`config.mk`:
```
export PLATFORM = sky130hd
export DESIGN_NAME = blob_centroid_ema_smoother_core
export DESIGN_NICKNAME = d
export VERILOG_FILES = /design/src/hdl/bce_pkg.sv /design/src/hdl/blob_centroid_ema_smoother_core.sv /design/src/hdl/bce_lane.sv /design/src/hdl/bce_out_buf.sv
export SDC_FILE = /design/constraint.sdc
export NUM_CORES = 2
export LEC_CHECK = 0
export BUFFER_PORTS_ARGS = -buffer_cell sky130_fd_sc_hd__buf_2
export CAP_MARGIN = 30
export CORE_MARGIN = 2
export CORE_UTILIZATION = 40
export CTS_BUF_LIST = sky130_fd_sc_hd__clkbuf_8
export CTS_CLUSTER_SIZE = 16
export DETAILED_ROUTE_END_ITERATION = 6
export PLACE_DENSITY = 0.57
export SYNTH_ARGS = -nofsm -noshare
export SYNTH_HDL_FRONTEND = slang
export SYNTH_HIERARCHICAL = 1
export SYNTH_SLANG_ARGS = --single-unit
```
`constraint.sdc`:
```
create_clock -name i_clk -period 23.8 [get_ports i_clk]
set_input_delay 3.57 -clock i_clk [delete_from_list [all_inputs] [get_ports i_clk]]
set_output_delay 3.57 -clock i_clk [all_outputs]
set_load 0.02 [all_outputs]
```
`src/hdl/bce_pkg.sv`:
```
// ----------------------------------------------------------------------------
// Blob centroid smoother package
// Shared types and constants for the per-slot centroid smoothing datapath.
// ----------------------------------------------------------------------------
`default_nettype none

package bce_pkg;

    // Number of blob slots kept in the smoothing store.
    localparam int SLOTS      = 16;
    localparam int SLOT_IDX_W = (SLOTS > 1) ? $clog2(SLOTS) : 1;

    // Field widths.
    localparam int SLOT_W  = 4;
    localparam int POS_W   = 16;
    localparam int ALPHA_W = 9;

    // Reset value and upper limit of the smoothing weight (1/256 units).
    localparam logic [ALPHA_W-1:0] ALPHA_RESET = ALPHA_W'(64);
    localparam logic [ALPHA_W-1:0] ALPHA_MAX   = ALPHA_W'(256);

    // Blob status codes.
    typedef enum logic [1:0] {
        ST_NEW     = 2'd0,
        ST_PRESENT = 2'd1,
        ST_MISSING = 2'd2,
        ST_FREE    = 2'd3
    } t_status;

    // Input beat.
    typedef struct packed {
        logic [SLOT_W-1:0] blob_slot;
        logic [1:0]        blob_status;
        logic              was_missing;
        logic [POS_W-1:0]  raw_x;
        logic [POS_W-1:0]  raw_y;
    } t_blob_in;

    // Output beat.
    typedef struct packed {
        logic [POS_W-1:0] out_x;
        logic [POS_W-1:0] out_y;
        logic             was_smoothed;
    } t_blob_out;

    // Per-beat control shared by both coordinate lanes.
    typedef struct packed {
        logic                  write;
        logic                  seed;
        logic                  smooth;
        logic [SLOT_IDX_W-1:0] slot;
        logic [ALPHA_W-1:0]    alpha;
    } t_lane_ctl;

endpackage

`default_nettype wire

```
`src/hdl/blob_centroid_ema_smoother_core.sv`:
```
// ----------------------------------------------------------------------------
// Blob centroid smoother core
// Per-slot exponential moving average of blob centroids, one lane for x and
// one for y, merged into a single result beat.
// ----------------------------------------------------------------------------
//  Channel   Direction  Handshake                Payload
//  in        input      i_in_valid / o_in_ready  i_in_data  (t_blob_in)
//  out       output     o_out_valid / i_out_ready o_out_data (t_blob_out)
//  cfg       input      i_cfg_we                 i_cfg_data (alpha, 9 bits)
//
//  One beat is accepted per cycle while o_in_ready is high; results are registered.
//  The slot store is read, mixed and written in the accept cycle, so
//  back-to-back beats on the same slot see each other's updates.
//  Reset clears the store to zero and sets alpha to 64.
//  A two-entry output buffer lets one extra beat in while out is stalled.
// ----------------------------------------------------------------------------
`default_nettype none

module blob_centroid_ema_smoother_core (
    input  wire logic                        i_clk,
    input  wire logic                        i_rst_n,
    input  wire logic                        i_cfg_we,
    input  wire logic [bce_pkg::ALPHA_W-1:0] i_cfg_data,
    input  wire logic                        i_in_valid,
    output logic                             o_in_ready,
    input  wire bce_pkg::t_blob_in           i_in_data,
    output logic                             o_out_valid,
    input  wire logic                        i_out_ready,
    output bce_pkg::t_blob_out               o_out_data
);

    logic [bce_pkg::ALPHA_W-1:0] r_alpha;
    logic                        accept;
    logic                        in_range;
    logic                        present;
    bce_pkg::t_lane_ctl          ctl;
    logic [bce_pkg::POS_W-1:0]   lane_x;
    logic [bce_pkg::POS_W-1:0]   lane_y;
    bce_pkg::t_blob_out          merged;

    // Smoothing weight register.
    always_ff @(posedge i_clk) begin
        if (!i_rst_n) begin
            r_alpha <= bce_pkg::ALPHA_RESET;
        end else if (i_cfg_we) begin
            r_alpha <= i_cfg_data;
        end
    end

    assign accept = i_in_valid && o_in_ready;

    // Decode the beat into lane control.
    always_comb begin
        in_range  = 32'(i_in_data.blob_slot) < bce_pkg::SLOTS;
        present   = i_in_data.blob_status == bce_pkg::ST_PRESENT;
        ctl.write = accept;
        ctl.seed  = in_range && ((i_in_data.blob_status == bce_pkg::ST_NEW) ||
                                 (present && i_in_data.was_missing));
        ctl.smooth = in_range && present && !i_in_data.was_missing;
        ctl.slot  = i_in_data.blob_slot[bce_pkg::SLOT_IDX_W-1:0];
        ctl.alpha = (r_alpha > bce_pkg::ALPHA_MAX) ? bce_pkg::ALPHA_MAX : r_alpha;
    end

    // Coordinate lanes.
    bce_lane u_lane_x (
        .i_clk   (i_clk),
        .i_rst_n (i_rst_n),
        .i_ctl   (ctl),
        .i_raw   (i_in_data.raw_x),
        .o_val   (lane_x)
    );

    bce_lane u_lane_y (
        .i_clk   (i_clk),
        .i_rst_n (i_rst_n),
        .i_ctl   (ctl),
        .i_raw   (i_in_data.raw_y),
        .o_val   (lane_y)
    );

    // Merge the lane results into one beat.
    always_comb begin
        merged.out_x        = lane_x;
        merged.out_y        = lane_y;
        merged.was_smoothed = ctl.smooth;
    end

    bce_out_buf u_out_buf (
        .i_clk   (i_clk),
        .i_rst_n (i_rst_n),
        .i_valid (i_in_valid),
        .o_ready (o_in_ready),
        .i_data  (merged),
        .o_valid (o_out_valid),
        .i_ready (i_out_ready),
        .o_data  (o_out_data)
    );

endmodule

`default_nettype wire

```
`src/hdl/bce_lane.sv`:
```
// ----------------------------------------------------------------------------
// Blob centroid smoother coordinate lane
// Holds the smoothed value of one coordinate for every slot and mixes a raw
// sample into it with a single multiply.
// ----------------------------------------------------------------------------
`default_nettype none

module bce_lane (
    input  wire logic                    i_clk,
    input  wire logic                    i_rst_n,
    input  wire bce_pkg::t_lane_ctl      i_ctl,
    input  wire logic [bce_pkg::POS_W-1:0] i_raw,
    output logic      [bce_pkg::POS_W-1:0] o_val
);

    logic [bce_pkg::POS_W-1:0] r_store [bce_pkg::SLOTS];
    logic [bce_pkg::POS_W-1:0] n_store_val;
    logic [bce_pkg::POS_W-1:0] old_val;
    logic signed [bce_pkg::POS_W:0]     diff;
    logic signed [bce_pkg::ALPHA_W:0]   alpha_s;
    logic signed [bce_pkg::POS_W+bce_pkg::ALPHA_W+1:0] prod;
    logic signed [bce_pkg::POS_W+bce_pkg::ALPHA_W+1:0] prod_sh;
    logic [bce_pkg::POS_W-1:0] mixed;

    // Read the slot being updated.
    assign old_val = r_store[i_ctl.slot];

    // Weighted mix written as old + alpha*(raw - old)/256 with a flooring shift.
    always_comb begin
        diff    = $signed({1'b0, i_raw}) - $signed({1'b0, old_val});
        alpha_s = $signed({1'b0, i_ctl.alpha});
        prod    = (bce_pkg::POS_W + bce_pkg::ALPHA_W + 2)'(alpha_s * diff);
        prod_sh = prod >>> 8;
        mixed   = old_val + prod_sh[bce_pkg::POS_W-1:0];
    end

    // A seed takes the raw sample, a smoothing step takes the mix.
    always_comb begin
        n_store_val = i_ctl.smooth ? mixed : i_raw;
        o_val       = i_ctl.smooth ? mixed : i_raw;
    end

    // Slot store, cleared to zero at reset.
    always_ff @(posedge i_clk) begin
        if (!i_rst_n) begin
            for (int i = 0; i < bce_pkg::SLOTS; i++) begin
                r_store[i] <= '0;
            end
        end else if (i_ctl.write && (i_ctl.seed || i_ctl.smooth)) begin
            r_store[i_ctl.slot] <= n_store_val;
        end
    end

endmodule

`default_nettype wire

```
`src/hdl/bce_out_buf.sv`:
```
// ----------------------------------------------------------------------------
// Blob centroid smoother output buffer
// Two-entry output register with skid stage, so the input side can take one
// more beat while a result waits for the consumer.
// ----------------------------------------------------------------------------
`default_nettype none

module bce_out_buf (
    input  wire logic               i_clk,
    input  wire logic               i_rst_n,
    input  wire logic               i_valid,
    output logic                    o_ready,
    input  wire bce_pkg::t_blob_out i_data,
    output logic                    o_valid,
    input  wire logic               i_ready,
    output bce_pkg::t_blob_out      o_data
);

    logic               r_main_valid;
    logic               r_skid_valid;
    bce_pkg::t_blob_out r_main;
    bce_pkg::t_blob_out r_skid;
    logic               take;
    logic               push;

    assign o_ready = !r_skid_valid;
    assign o_valid = r_main_valid;
    assign o_data  = r_main;
    assign take    = r_main_valid && i_ready;
    assign push    = i_valid && !r_skid_valid;

    // Valid flags.
    always_ff @(posedge i_clk) begin
        if (!i_rst_n) begin
            r_main_valid <= 1'b0;
            r_skid_valid <= 1'b0;
        end else if (r_skid_valid) begin
            if (take) begin
                r_skid_valid <= 1'b0;
            end
        end else if (push) begin
            if (r_main_valid && !take) begin
                r_skid_valid <= 1'b1;
            end
            r_main_valid <= 1'b1;
        end else if (take) begin
            r_main_valid <= 1'b0;
        end
    end

    // Payload registers.
    always_ff @(posedge i_clk) begin
        if (r_skid_valid) begin
            if (take) begin
                r_main <= r_skid;
            end
        end else if (push) begin
            if (r_main_valid && !take) begin
                r_skid <= i_data;
            end else begin
                r_main <= i_data;
            end
        end
    end

endmodule

`default_nettype wire

```
==> impl_metrics.yaml <==
run_status:
  status: "completed"
power:
  cellLeakagePower_nw: 17.72
  flop_pwr_share_pct: 25.2
  cell_internal_pwr_mw: 2.768
  p_sw_mw: 2.135
  post-layout-total-power_mw: 4.903
  peakVddDrop_v: 0.00009099
  pwr-share-clk_pct: 17.6
  p_comb_share_pct: 57.2
  p_sw_share_pct: 43.55
  pwr_density_cell_nw_per_um2: 117.4
route:
  routed-wl-met3_um: 5935
  detailroute.via_count: 23867
  topRoutingLayerUsed: "met5"
  drcViolationCount: 0
  drt_wl_total_um: 95530
  drt_iter0_drc: 2008
  post_drt_via_cell_ratio: 5.240
  drt-met1-wl_um: 42710
  antenna_left: 0
  wl_per_cell_um: 20.97
  routed-wl-met2_um: 45070
  length_of_the_first_detailed_routing_pass_in_iterations: 5
worst_setup_path:
  slowest_library_cell_on_the_worst_path: "sky130_fd_sc_hd__buf_4"
  crit_fanout: 83
  cpMostUsedCell: "sky130_fd_sc_hd__fa_1"
  timing.reg2reg.setup_slack_ns: 12.47
  crit_required_ns: 24.26
  critPathMaxStageDelay_ns: 0.82
  crit_path_start_kind: "primary input"
  arrival_ns: 15.68
  path_class: "in -> reg"
  cp-end-kind: "register"
synthesis:
  synth.yosys.seq_area_share_pct: 46.40
  ys_warn_count: 6
  synth.top_cells.by_area: "sky130_fd_sc_hd__edfxtp_1 46%, sky130_fd_sc_hd__fa_1 12%, sky130_fd_sc_hd__mux4_2 9.5%"
  post_synth_and_or_nand_nor_area_fraction_pct: 12.81
  syn_std_cell_area_um2: 37880
  avgSynthCellArea_um2: 12.15
  yosys_register_bits: 589
  async_reset_ff_share_pct: 0
  synth-adder-area-share_pct: 18.09
  netlist.top_cell.by_area: "sky130_fd_sc_hd__edfxtp_1"
  synth_top_family_by_area: "adder cells"
  synth_cells: 3119
  synth-edff-count: 578
  synth_xor_xnor_area_share_pct: 2.282
  dominant_register_cell_in_the_synthesized_netlist: "sky130_fd_sc_hd__edfxtp_1"
  synth-compound-area-share_pct: 3.679
  number_of_unique_standard_cell_types_used_by_synthesis: 71
  post_synth_mux_area_share_pct: 11.57
  synth_top_area_share_pct: 45.82
  synthesis.nets: 3578
sta:
  post-route-min-period_ns: 15.21
  fin_tns_setup_ns: 0
  slew-limit-headroom_pct: 30.98
  setup_viol: 0
  min_period_over_period_pct: 63.92
  holdWs_ns: 0.4658
  tightest_slew_ns: 1.028
  fmaxAchievable_mhz: 65.73
  fin_skew_ns: 0.06715
  final_max_slew_viol_count: 0
  timing_hold_violations_final: 0
  grt_setup_unrepaired: "false"
finish:
  design.final.nets: 3677
  multi_input_area_um2: 18430
  layout-drive-gt1-share_pct: 15.52
  mostFrequentLayoutCell: "sky130_fd_sc_hd__edfxtp_1"
  fill_cells: 8742
  layout_common_cells: "578 x sky130_fd_sc_hd__edfxtp_1, 550 x sky130_fd_sc_hd__nor2_1, 394 x sky130_fd_sc_hd__inv_1"
  register_area_um2: 17580
  final_core_utilization_pct: 44.60
  syn_to_final_growth_pct: 10.21
floorplanning:
  floorplan.initialDensity_pct: 40.47
  die_area_um2: 97190
  die_w_um: 311.8
  row_count: 112
  number_of_top_level_pins: 88
  die_height_um: 311.8
  standard_cell_core_area_um2: 93610
place:
  gp_congestion: 0.8404
  dp_hpwl_um: 65180
  port_buffers: 87
clocking:
  clk_root_buffer_cell: "sky130_fd_sc_hd__clkbuf_8"
  cts_setup_buffers: 0
  clock_insertion_delay_at_the_later_pin_of_the_skew_report_ns: 0.75
  ctsLongestPathBuffers: 3
  postCtsHoldBufs: 0
  numCtsBuffers: 100
  clk_pin_slew_worst_paths_ns: 0.05
  tritoncts_clock_tree: "built"
  cts_resized: 0
  clock_tree.htree_level_count: 3
  cts_num_sinks: 589
worst_hold_path:
  hold_path_class: "reg -> reg"
global_route:
  grt_max_degree: 84
  grt_first_pass_wirelength_um: 149300
  grtUsageTotal_pct: 20.01
  grt_pass1_vias: 24952
  antenna_found_initial: 6
  grt-ovfl-total: 0
run:
  total_of_max_cap_violations: 0
-- cell type report --
class	instances	area share, %
antenna	2	0.01199
clock buffer	104	3.428
clock inverter	79	1.067
inverter	355	3.192
multi-input combinational	2021	44.14
sequential	589	42.10
tap	1254	3.758
timing repair buffer	151	2.299
-- critical path, delay by kind of cell --
kind | cells | cell delay (ns)
AOI/OAI and AO/OA | 9 | 2.29
adders and majority gates | 9 | 3.92
muxes | 4 | 1.80
xor gates and xnor gates | 4 | 1.56
buffers and inverters | 6 | 1.71
and+or+nand+nor | 5 | 0.82
-- power by group through the flow --
stage	combinational, mW	clock, mW	sequential (mW)
final	2.80	0.863	1.24
after global routing	3.14	0.934	1.24
after CTS	2.83	0.889	1.24
after detailed placement	2.80	0	1.26
after global placement	2.80	0	1.26
after floorplan	2.03	0	1.27
-- registers in the layout, indices dropped and copies added (netlist names) --
signal and cells:
r_alpha 9, u_lane_x/r_store 256, u_lane_y/r_store 256, u_out_buf/o_data 33, u_out_buf/o_valid 1, u_out_buf/r_skid 33, u_out_buf/r_skid_valid 1
-- cell families (layout without fill, tap and decap cells) --
logic type	count (synthesis)	in the layout
AO/OA/AOI/OAI	210	210
XOR/XNOR	94	94
adder cells (fa/ha/maj)	406	406
buffers and inverters	509	689
flip-flops	589	589
multiplexers	226	226
other	0	2
AND/OR/NAND/NOR	1085	1085
-- final timing paths --
kind | endpoint | depth (start not counted) | startpoint
max | u_out_buf/o_data[16] | 37 | i_in_data[36]
min | r_alpha[6] | 2 | r_alpha[6]
max reg2reg | u_out_buf/o_data[16] | 35 | u_lane_y/r_store[15][0]
min reg2reg | r_alpha[6] | 2 | r_alpha[6]
-- metrics by stage --
step                instances  cell area (um2)  setup slack (ns)
floorplan                3119            37880             9.560
global placement         4366            39810             7.590
detailed placement       4369            39840             7.552
CTS                      4552            41720             8.310
global route             4554            41750             7.776
finish                   4555            41750             8.586
-- Yosys cell counts (9+ instances only) --
cell type and n:
sky130_fd_sc_hd__mux2i_1 31, sky130_fd_sc_hd__nand4_1 10, sky130_fd_sc_hd__nor3_2 11, sky130_fd_sc_hd__mux2_2 17
sky130_fd_sc_hd__o21ai_0 24, sky130_fd_sc_hd__nand2_1 235, sky130_fd_sc_hd__xor2_1 19, sky130_fd_sc_hd__clkbuf_1 127
sky130_fd_sc_hd__mux2_4 16, sky130_fd_sc_hd__edfxtp_1 578, sky130_fd_sc_hd__buf_1 17, sky130_fd_sc_hd__fa_1 236
sky130_fd_sc_hd__mux4_2 160, sky130_fd_sc_hd__o31ai_1 9, sky130_fd_sc_hd__a21oi_1 66, sky130_fd_sc_hd__nand3_1 20
sky130_fd_sc_hd__a21o_1 36, sky130_fd_sc_hd__dfxtp_1 11, sky130_fd_sc_hd__and3_1 9, sky130_fd_sc_hd__nor3_1 25
sky130_fd_sc_hd__o21a_1 14, sky130_fd_sc_hd__inv_1 354, sky130_fd_sc_hd__nor2b_1 53, sky130_fd_sc_hd__nand2b_1 15
sky130_fd_sc_hd__a211oi_1 11, sky130_fd_sc_hd__ha_1 170, sky130_fd_sc_hd__nor2_1 550, sky130_fd_sc_hd__xnor2_1 72
sky130_fd_sc_hd__and2_1 122, sky130_fd_sc_hd__o21bai_1 12
-- metal layers --
layer,GRT usage (%),vias up
met2,32.03,683
met1,28.42,12204
li1,-,10861
met5,0,-
met4,5.288,2
met3,3.168,117
(Power assumes the default switching activity.)
